File: config.mk
export PLATFORM = sky130hd
export DESIGN_NAME = olt_ctrl
export DESIGN_NICKNAME = d
export VERILOG_FILES = /design/src/rtl/assert_macros.svh /design/src/rtl/olt_pkg.sv /design/src/rtl/olt_ctrl.sv
export SDC_FILE = /design/constraint.sdc
export NUM_CORES = 1
export LEC_CHECK = 0
export BUFFER_PORTS_ARGS = -buffer_cell sky130_fd_sc_hd__buf_2
export CAP_MARGIN = 20
export CORE_MARGIN = 5
export CORE_UTILIZATION = 38
export DETAILED_ROUTE_END_ITERATION = 7
export GPL_TIMING_DRIVEN = 0
export PLACE_DENSITY = 0.74
export SYNTH_ARGS = -nofsm -noshare
export SYNTH_HDL_FRONTEND = slang
export SYNTH_SLANG_ARGS = --single-unit
File: constraint.sdc
create_clock -name clk -period 1.5 [get_ports clk]
set_input_delay 0.15 -clock clk [delete_from_list [all_inputs] [get_ports clk]]
set_output_delay 0.15 -clock clk [all_outputs]
set_load 0.005 [all_outputs]
File: src/rtl/assert_macros.svh
// assertion macros shared by the ordered list table
`ifndef ASSERT_MACROS_SVH
`define ASSERT_MACROS_SVH

// property checked at every rising edge, ignored while reset is held
`define OLT_ASSERT_CLK(lbl, prop, msg) \
  lbl: assert property (@(posedge clk) disable iff (!rst_n) prop) \
    else $error(msg);

// condition that must never be seen at a rising edge
`define OLT_ASSERT_NEVER(lbl, cond, msg) \
  `OLT_ASSERT_CLK(lbl, !(cond), msg)

`endif

File: src/rtl/olt_pkg.sv
// types, codes and constants of the ordered list table
`timescale 1ns / 1ps
`default_nettype none

package olt_pkg;

  // default capacity and fixed field widths
  localparam int ENTRIES_DEF = 64;
  localparam int POS_W       = 7;
  localparam int KEY_W       = 16;
  localparam int PAY_W       = 48;

  // command codes
  typedef enum logic [1:0] {
    OP_INSERT = 2'd0,
    OP_DELETE = 2'd1,
    OP_FIND   = 2'd2,
    OP_RSVD   = 2'd3
  } olt_op_t;

  // result status codes
  typedef enum logic [1:0] {
    ST_OK   = 2'd0,
    ST_FULL = 2'd1,
    ST_BAD  = 2'd2,
    ST_MISS = 2'd3
  } olt_status_t;

  // input transaction
  typedef struct packed {
    logic [1:0]       opcode;
    logic [POS_W-1:0] position;
    logic [KEY_W-1:0] entry_key;
    logic [PAY_W-1:0] entry_payload;
  } olt_in_t;

  // result transaction
  typedef struct packed {
    logic [1:0]       status;
    logic [POS_W-1:0] found_position;
    logic [KEY_W-1:0] out_key;
    logic [PAY_W-1:0] out_payload;
    logic [POS_W-1:0] entry_total;
    logic             list_empty;
    logic             list_full;
  } olt_out_t;

  // one stored entry
  typedef struct packed {
    logic [KEY_W-1:0] key;
    logic [PAY_W-1:0] payload;
  } olt_entry_t;

  // controller states
  typedef enum logic [3:0] {
    S_IDLE,
    S_DISPATCH,
    S_INS_CHK,
    S_INS_WR,
    S_DEL_RD,
    S_DEL_CAP,
    S_DEL_CHK,
    S_DEL_WR,
    S_FND_CHK,
    S_FND_CMP
  } olt_state_t;

  // index counter operations
  typedef enum logic [2:0] {
    IDX_HOLD,
    IDX_LOAD_COUNT,
    IDX_LOAD_POS,
    IDX_ZERO,
    IDX_INC,
    IDX_DEC
  } olt_idx_op_t;

  // read address select
  typedef enum logic [1:0] {
    RA_IDX,
    RA_IDX_M1,
    RA_IDX_P1
  } olt_rd_sel_t;

  // write data select
  typedef enum logic {
    WD_RDATA,
    WD_NEW
  } olt_wd_sel_t;

  // entry count update
  typedef enum logic [1:0] {
    CNT_HOLD,
    CNT_INC,
    CNT_DEC
  } olt_cnt_op_t;

  // found position select
  typedef enum logic {
    FP_POS,
    FP_IDX
  } olt_fp_sel_t;

  // result entry select
  typedef enum logic [1:0] {
    RE_ZERO,
    RE_HOLD,
    RE_RDATA
  } olt_re_sel_t;

  // commands from controller to datapath
  typedef struct packed {
    logic        load_req;
    olt_idx_op_t idx_op;
    logic        mem_re;
    olt_rd_sel_t rd_sel;
    logic        mem_we;
    olt_wd_sel_t wd_sel;
    logic        cap_en;
    olt_cnt_op_t cnt_op;
    logic        res_load;
    olt_status_t res_status;
    olt_fp_sel_t fp_sel;
    olt_re_sel_t re_sel;
  } olt_cmd_t;

  // status from datapath to controller
  typedef struct packed {
    olt_op_t opcode;
    logic    full;
    logic    pos_gt_cnt;
    logic    pos_ge_cnt;
    logic    idx_gt_pos;
    logic    idx_p1_lt_cnt;
    logic    idx_lt_cnt;
    logic    key_match;
    logic    out_busy;
  } olt_sts_t;

endpackage

`default_nettype wire

File: src/rtl/olt_ctrl.sv
// controller state machine of the ordered list table
`timescale 1ns / 1ps
`default_nettype none

module olt_ctrl (
  input  wire logic              clk,
  input  wire logic              rst_n,
  input  wire logic              in_valid,
  output logic                   in_ready,
  input  wire olt_pkg::olt_sts_t sts,
  output olt_pkg::olt_cmd_t      cmd
);

  olt_pkg::olt_state_t state_r;
  olt_pkg::olt_state_t state_nxt;

  // state register
  always_ff @(posedge clk) begin
    if (!rst_n) begin
      state_r <= olt_pkg::S_IDLE;
    end else begin
      state_r <= state_nxt;
    end
  end

  // next state
  always_comb begin
    state_nxt = state_r;
    unique case (state_r)
      olt_pkg::S_IDLE: begin
        if (in_valid) state_nxt = olt_pkg::S_DISPATCH;
      end
      olt_pkg::S_DISPATCH: begin
        unique case (sts.opcode)
          olt_pkg::OP_INSERT: begin
            if (!sts.full && !sts.pos_gt_cnt) state_nxt = olt_pkg::S_INS_CHK;
            else if (!sts.out_busy) state_nxt = olt_pkg::S_IDLE;
          end
          olt_pkg::OP_DELETE: begin
            if (!sts.pos_ge_cnt) state_nxt = olt_pkg::S_DEL_RD;
            else if (!sts.out_busy) state_nxt = olt_pkg::S_IDLE;
          end
          olt_pkg::OP_FIND: state_nxt = olt_pkg::S_FND_CHK;
          default: begin
            if (!sts.out_busy) state_nxt = olt_pkg::S_IDLE;
          end
        endcase
      end
      olt_pkg::S_INS_CHK: begin
        if (sts.idx_gt_pos) state_nxt = olt_pkg::S_INS_WR;
        else if (!sts.out_busy) state_nxt = olt_pkg::S_IDLE;
      end
      olt_pkg::S_INS_WR: state_nxt = olt_pkg::S_INS_CHK;
      olt_pkg::S_DEL_RD: state_nxt = olt_pkg::S_DEL_CAP;
      olt_pkg::S_DEL_CAP: state_nxt = olt_pkg::S_DEL_CHK;
      olt_pkg::S_DEL_CHK: begin
        if (sts.idx_p1_lt_cnt) state_nxt = olt_pkg::S_DEL_WR;
        else if (!sts.out_busy) state_nxt = olt_pkg::S_IDLE;
      end
      olt_pkg::S_DEL_WR: state_nxt = olt_pkg::S_DEL_CHK;
      olt_pkg::S_FND_CHK: begin
        if (sts.idx_lt_cnt) state_nxt = olt_pkg::S_FND_CMP;
        else if (!sts.out_busy) state_nxt = olt_pkg::S_IDLE;
      end
      olt_pkg::S_FND_CMP: begin
        if (!sts.key_match) state_nxt = olt_pkg::S_FND_CHK;
        else if (!sts.out_busy) state_nxt = olt_pkg::S_IDLE;
      end
      default: state_nxt = olt_pkg::S_IDLE;
    endcase
  end

  // command outputs
  always_comb begin
    in_ready       = 1'b0;
    cmd            = '0;
    cmd.idx_op     = olt_pkg::IDX_HOLD;
    cmd.rd_sel     = olt_pkg::RA_IDX;
    cmd.wd_sel     = olt_pkg::WD_RDATA;
    cmd.cnt_op     = olt_pkg::CNT_HOLD;
    cmd.res_status = olt_pkg::ST_OK;
    cmd.fp_sel     = olt_pkg::FP_POS;
    cmd.re_sel     = olt_pkg::RE_ZERO;
    unique case (state_r)
      olt_pkg::S_IDLE: begin
        in_ready     = 1'b1;
        cmd.load_req = in_valid;
      end
      olt_pkg::S_DISPATCH: begin
        unique case (sts.opcode)
          olt_pkg::OP_INSERT: begin
            if (!sts.full && !sts.pos_gt_cnt) begin
              cmd.idx_op = olt_pkg::IDX_LOAD_COUNT;
            end else begin
              cmd.res_load   = !sts.out_busy;
              cmd.res_status = sts.full ? olt_pkg::ST_FULL : olt_pkg::ST_BAD;
            end
          end
          olt_pkg::OP_DELETE: begin
            if (!sts.pos_ge_cnt) begin
              cmd.idx_op = olt_pkg::IDX_LOAD_POS;
            end else begin
              cmd.res_load   = !sts.out_busy;
              cmd.res_status = olt_pkg::ST_BAD;
            end
          end
          olt_pkg::OP_FIND: cmd.idx_op = olt_pkg::IDX_ZERO;
          default: begin
            cmd.res_load   = !sts.out_busy;
            cmd.res_status = olt_pkg::ST_BAD;
          end
        endcase
      end
      olt_pkg::S_INS_CHK: begin
        if (sts.idx_gt_pos) begin
          cmd.mem_re = 1'b1;
          cmd.rd_sel = olt_pkg::RA_IDX_M1;
        end else if (!sts.out_busy) begin
          // place the new entry at the opened slot
          cmd.mem_we   = 1'b1;
          cmd.wd_sel   = olt_pkg::WD_NEW;
          cmd.cnt_op   = olt_pkg::CNT_INC;
          cmd.res_load = 1'b1;
        end
      end
      olt_pkg::S_INS_WR: begin
        cmd.mem_we = 1'b1;
        cmd.idx_op = olt_pkg::IDX_DEC;
      end
      olt_pkg::S_DEL_RD: cmd.mem_re = 1'b1;
      olt_pkg::S_DEL_CAP: cmd.cap_en = 1'b1;
      olt_pkg::S_DEL_CHK: begin
        if (sts.idx_p1_lt_cnt) begin
          cmd.mem_re = 1'b1;
          cmd.rd_sel = olt_pkg::RA_IDX_P1;
        end else if (!sts.out_busy) begin
          cmd.cnt_op   = olt_pkg::CNT_DEC;
          cmd.res_load = 1'b1;
          cmd.re_sel   = olt_pkg::RE_HOLD;
        end
      end
      olt_pkg::S_DEL_WR: begin
        cmd.mem_we = 1'b1;
        cmd.idx_op = olt_pkg::IDX_INC;
      end
      olt_pkg::S_FND_CHK: begin
        if (sts.idx_lt_cnt) begin
          cmd.mem_re = 1'b1;
        end else begin
          // miss: index has reached the count
          cmd.res_load   = !sts.out_busy;
          cmd.res_status = olt_pkg::ST_MISS;
          cmd.fp_sel     = olt_pkg::FP_IDX;
        end
      end
      olt_pkg::S_FND_CMP: begin
        if (!sts.key_match) begin
          cmd.idx_op = olt_pkg::IDX_INC;
        end else begin
          cmd.res_load = !sts.out_busy;
          cmd.fp_sel   = olt_pkg::FP_IDX;
          cmd.re_sel   = olt_pkg::RE_RDATA;
        end
      end
      default: begin
        in_ready = 1'b0;
      end
    endcase
  end

endmodule

`default_nettype wire

# ---- Yosys cells after proc, flatten, opt, wreduce, memory -nomap -nowiden
# Index checks and enable logic that the tools add are counted.
dict set report totals {
  ff_bits 4
  inputBits 13
  output_inout_bits 19
  elab_cells 66
}
dict set report op_classes {
  eq_ne 12
  mux 45
  reduce_logical 8
}
# cell n
set op_table {}
lappend op_table {{2-to-1 mux 4 bit} 9}
lappend op_table {{case mux 4 bit (9 select lines)} 1}
lappend op_table {{2-to-1 mux 3 bit} 8}
lappend op_table {{case mux 3 bit (3 select lines)} 2}
lappend op_table {{equality test 4 x 3 -> 1 bit (second input constant)} 4}
lappend op_table {{case mux 2 bit (2 select lines)} 4}
lappend op_table {{2-to-1 mux 2 bit} 6}
lappend op_table {{case mux 3 bit (4 select lines)} 1}
lappend op_table {{case mux 4 bit (3 select lines)} 1}
lappend op_table {{2-to-1 mux 1 bit} 9}
lappend op_table {{equality test 4 x 2 -> 1 bit (second input constant)} 2}
lappend op_table {{equality test 4 bit (second input constant)} 2}
lappend op_table {{case mux 1 bit (5 select lines)} 1}
lappend op_table {{equality test 4 x 1 -> 1 bit (second input constant)} 1}
lappend op_table {{logical NOT 4 bit} 1}
lappend op_table {{case mux 1 bit (2 select lines)} 2}
lappend op_table {{case mux 1 bit (4 select lines)} 1}
lappend op_table {{OR reduction 2 bit} 2}
lappend op_table {{logical NOT 1 bit} 3}
lappend op_table {{equality test 2 x 1 -> 1 bit (second input constant)} 1}
lappend op_table {{equality test 2 bit (second input constant)} 1}
lappend op_table {{logical NOT 2 bit} 1}
lappend op_table {{inequality test 2 bit (second input constant)} 1}
lappend op_table {{logical AND 1 bit} 1}

# ---- Logic depth before layout (Yosys ltp)
dict set report depth {
  ltp_word 5
  ltp_mapped 5
  depth_no_buf 4
}

# ---- Worst setup path before layout
# No wires, ideal clock.
dict set report synth_timing {
  path_type {register to output}
  from {register state_r[2]}
  to {output port cmd[9] in the netlist's numbering}
  t_arrival_ns 1.354
  required_ns 1.350
  setup_slack_ns -0.004
  path_stages_with_launch 5
  path_buffers 2
  cell_sequence {dfxtp_1 buf_2 or2_2 nor4_1 buf_4}
}
# element line_no
set synth_lines {}
lappend synth_lines {{start: declaration} olt_ctrl.sv:14} ;# olt_pkg::olt_state_t state_r;
lappend synth_lines {{start signal: assignment} olt_ctrl.sv:20} ;# state_r <= olt_pkg::S_IDLE;
lappend synth_lines {{start signal: assignment} olt_ctrl.sv:22} ;# state_r <= state_nxt;
lappend synth_lines {{end: declaration} olt_ctrl.sv:11} ;# output olt_pkg::olt_cmd_t cmd

==> flow_metrics.py <==
metrics = {
    "routing": {
        "drt-initial-drc-count": 6,
        "num_vias": 805,
        "final_antenna_net_count": 0,
        "drcViolationCount": 0,
        "vias_per_cell": 5.403,
        "dr.pass1.iters": 4,
        "wire_per_inst_um": 13.41,
        "wl_um": 1998,
    },
    "cts": {
        "clock_sinks": 4,
        "cts-buffers-inserted": 3,
        "cts_tree": "done",
        "cts-root-buf": "clkbuf_4",
        "htree_num_levels": 1,
        "clk_path_buf_depth": 2,
        "hold_buffers": 0,
        "cts.clk_slew.worst_paths_ns": 0.03,
        "clk_latency_ns": 0.23,
    },
    "cells_and_area": {
        "antenna_cells": 0,
        "stdcell_area_mm2": 0.001015,
        "top_register": "state_r",
        "seq_area_um2": 85.08,
        "drive_gt1_frac": 0.6045,
        "multi_input_area_um2": 494.2,
        "nets": 149,
        "largest_reg_flops": 4,
        "synthToLayoutAreaGrowth_pct": 83.07,
        "nFillCells": 98,
        "largest_registers": "state_r x4",
        "final_core_util": 0.7608,
    },
    "floorplanning": {
        "ios": 32,
        "die_width_um": 48.19,
        "start_util": 0.4156,
        "die_area_mm2": 0.002322,
        "rows": 13,
        "fp.coreArea_mm2": 0.001334,
        "dieHeight_um": 48.19,
    },
    "power": {
        "powerDensity_mw_per_mm2": 479.3,
        "p_leak_nw": 0.4603,
        "power_frac_comb": 0.497,
        "internal-power_w": 0.0003277,
        "pwr-share-clk": 0.262,
        "sw_frac_of_total": 0.3262,
        "p_sw_w": 0.0001587,
        "ir_worst_vdd_mv": 0.5413,
        "seqPwrFrac": 0.240,
    },
    "sta": {
        "relSlewSlack": 0.6580,
        "clock.fmax_mhz": 562.9,
        "finClkSkew_ns": 0.002761,
        "rsz0062_at_grt": "true",
        "timing.hold.ws_ns": 0.2350,
        "final.period_utilization": 1.184,
        "finalSetupViolCount": 18,
        "fin_crit_ns": 1.777,
        "setup_slack_ns": -0.2767,
        "finalMaxSlewViolations": 0,
        "worst_pin_slew_ns": 0.5120,
        "hold_violations": 0,
    },
    "logic_synthesis": {
        "avgSynthCellArea_um2": 6.445,
        "synthCells": 86,
        "synth.cell_area_um2": 554.3,
        "synth_edf_count": 0,
        "ys.flop_type": "dfxtp_1",
        "syn_nets": 99,
        "yosysSeqAreaShare": 0.1445,
        "ys_ff_latch": 4,
        "synthArstFlopShare": 0,
        "yosysWarnings": 0,
        "synth.distinct_cells": 35,
    },
    "worst_setup_path": {
        "path_class": "flip-flop to output port",
        "crit_fanout": 3,
        "cpPeakStageDelay_ns": 0.52,
        "cp_slowest_cell": "or4b_4",
        "startpoint_type": "flip-flop",
        "endpoint_kind": "output port",
        "path_buf_inv": 2,
        "cp.arrival_ns": 1.63,
        "crit_required_ns": 1.35,
        "crit_path_cell_trace": "buf_6 -> or4b_4 -> nor2_4 -> nand2_1 -> a21oi_2 -> buf_2",
        "crit_family": "simple AND/OR/NAND/NOR gates",
    },
    "placed_design": {
        "routabilityCongestion": 0.8385,
        "port_buffers": 30,
        "place_area_um2": 729.5,
        "dp_hpwl_um": 1260,
    },
    "job": {
        "drv_cap": 0,
    },
    "run_status": {
        "outcome": "finished with violations",
        "violations": "negative setup slack",
    },
    "worst_hold_path": {
        "hold_path_class": "input port to flip-flop",
    },
    "global_routing": {
        "grt_pass1_wl_um": 2863,
        "antenna_found_initial": 0,
        "overflow": 0,
        "grt_use_total": 0.1673,
        "grt_max_degree": 11,
        "grt_pass1_vias": 708,
    },
}
## cells in the final DEF, fill, tap and decap left out, types with 3 or more instances in the layout
cell type  count
buf_2         28
buf_6         11
buf_4         11
nor2_1         9
nand2_1        9
inv_1          5
a21oi_1        5
a21oi_2        4
dfxtp_2        4
nor2_4         3
o21ai_0        3
clkbuf_4       3
## power groups by stage
stage / logic, W / clock network [W] / registers [W]
after global routing: 0.000260 / 0.000147 / 0.000117
after floorplan: 0.0000992 / 0 / 0.000116
after detailed placement: 0.000156 / 0 / 0.000117
after CTS: 0.000201 / 0.000128 / 0.000117
after global placement: 0.000154 / 0 / 0.000117
final: 0.000242 / 0.000128 / 0.000117
## cells by family after synthesis
group / after synthesis / share of synthesized area
buf+inv: 14 / 0.1197
compound gates: 24 / 0.3093
mux: 1 / 0.01806
simple gates: 43 / 0.4086
flops: 4 / 0.1445
## path summary, 6_finish.rpt
check | from | end | slack [ns] | depth (start not counted)
min | sts[9] | state_r[3] | 0.24 | 3
min reg2reg | state_r[3] | state_r[3] | 0.73 | 4
max reg2reg | state_r[2] | state_r[0] | -0.08 | 7
max | state_r[2] | cmd[5] | -0.28 | 6
## repair_timing
action                                  in CTS  in global routing
pin swaps                                    6                  6
endpoints found under the setup margin      16                 20
gates resized for setup                     21                 21
buffers inserted                             8                  8
## area by class of cell
class / instances / share of cell area
buffer: 6 / 0.05795
tap: 15 / 0.01850
timing repair buffer: 46 / 0.3009
multi-input combinational: 68 / 0.4871
sequential: 4 / 0.08385
clock buffer: 3 / 0.02219
inverter: 7 / 0.02959
## metal layers
layer  track usage  routed length (µm)
met5             0                   0
met3       0.02214                 177
met4       0.04839                  44
met2        0.2917                 965
met1        0.2118                 811
## metrics by stage
| stage | total power, W | std cells | setup WS (ns) | TNS [ns] |
|---|---|---|---|---|
| after CTS | 0.0004450 | 141 | -0.2867 | -2.326 |
| final | 0.0004864 | 149 | -0.2767 | -2.353 |
| after global routing | 0.0005241 | 149 | -0.3490 | -3.656 |
| after detailed placement | 0.0002728 | 131 | -0.1800 | -0.4383 |
| after global placement | 0.0002705 | 131 | -0.1772 | -0.4262 |
| after floorplan | 0.0002150 | 86 | 0.02111 | 0 |
## synthesized netlist by cell type, types with 3 or more instances
library cell   n  area (µm²)
nand2_1       10       37.54
o21ai_0        4       20.02
clkbuf_1       3       11.26
inv_1          7       26.28
dfxtp_1        4       80.08
a21oi_1        9       45.04
nor3_1         4       20.02
nor2_1        11       41.29
nor4_1         3       18.77
## worst register-to-register path, delay by kind of cell, from the launching register on
| family | cells | cell delay [ns] |
|---|---|---|
| simple gates | 1 | 0.37 |
| flops | 1 | 0.31 |
| mux | 1 | 0.12 |
| buf+inv | 3 | 0.37 |
| compound gates | 2 | 0.32 |
No activity file was read; power rests on OpenSTA's default activity.
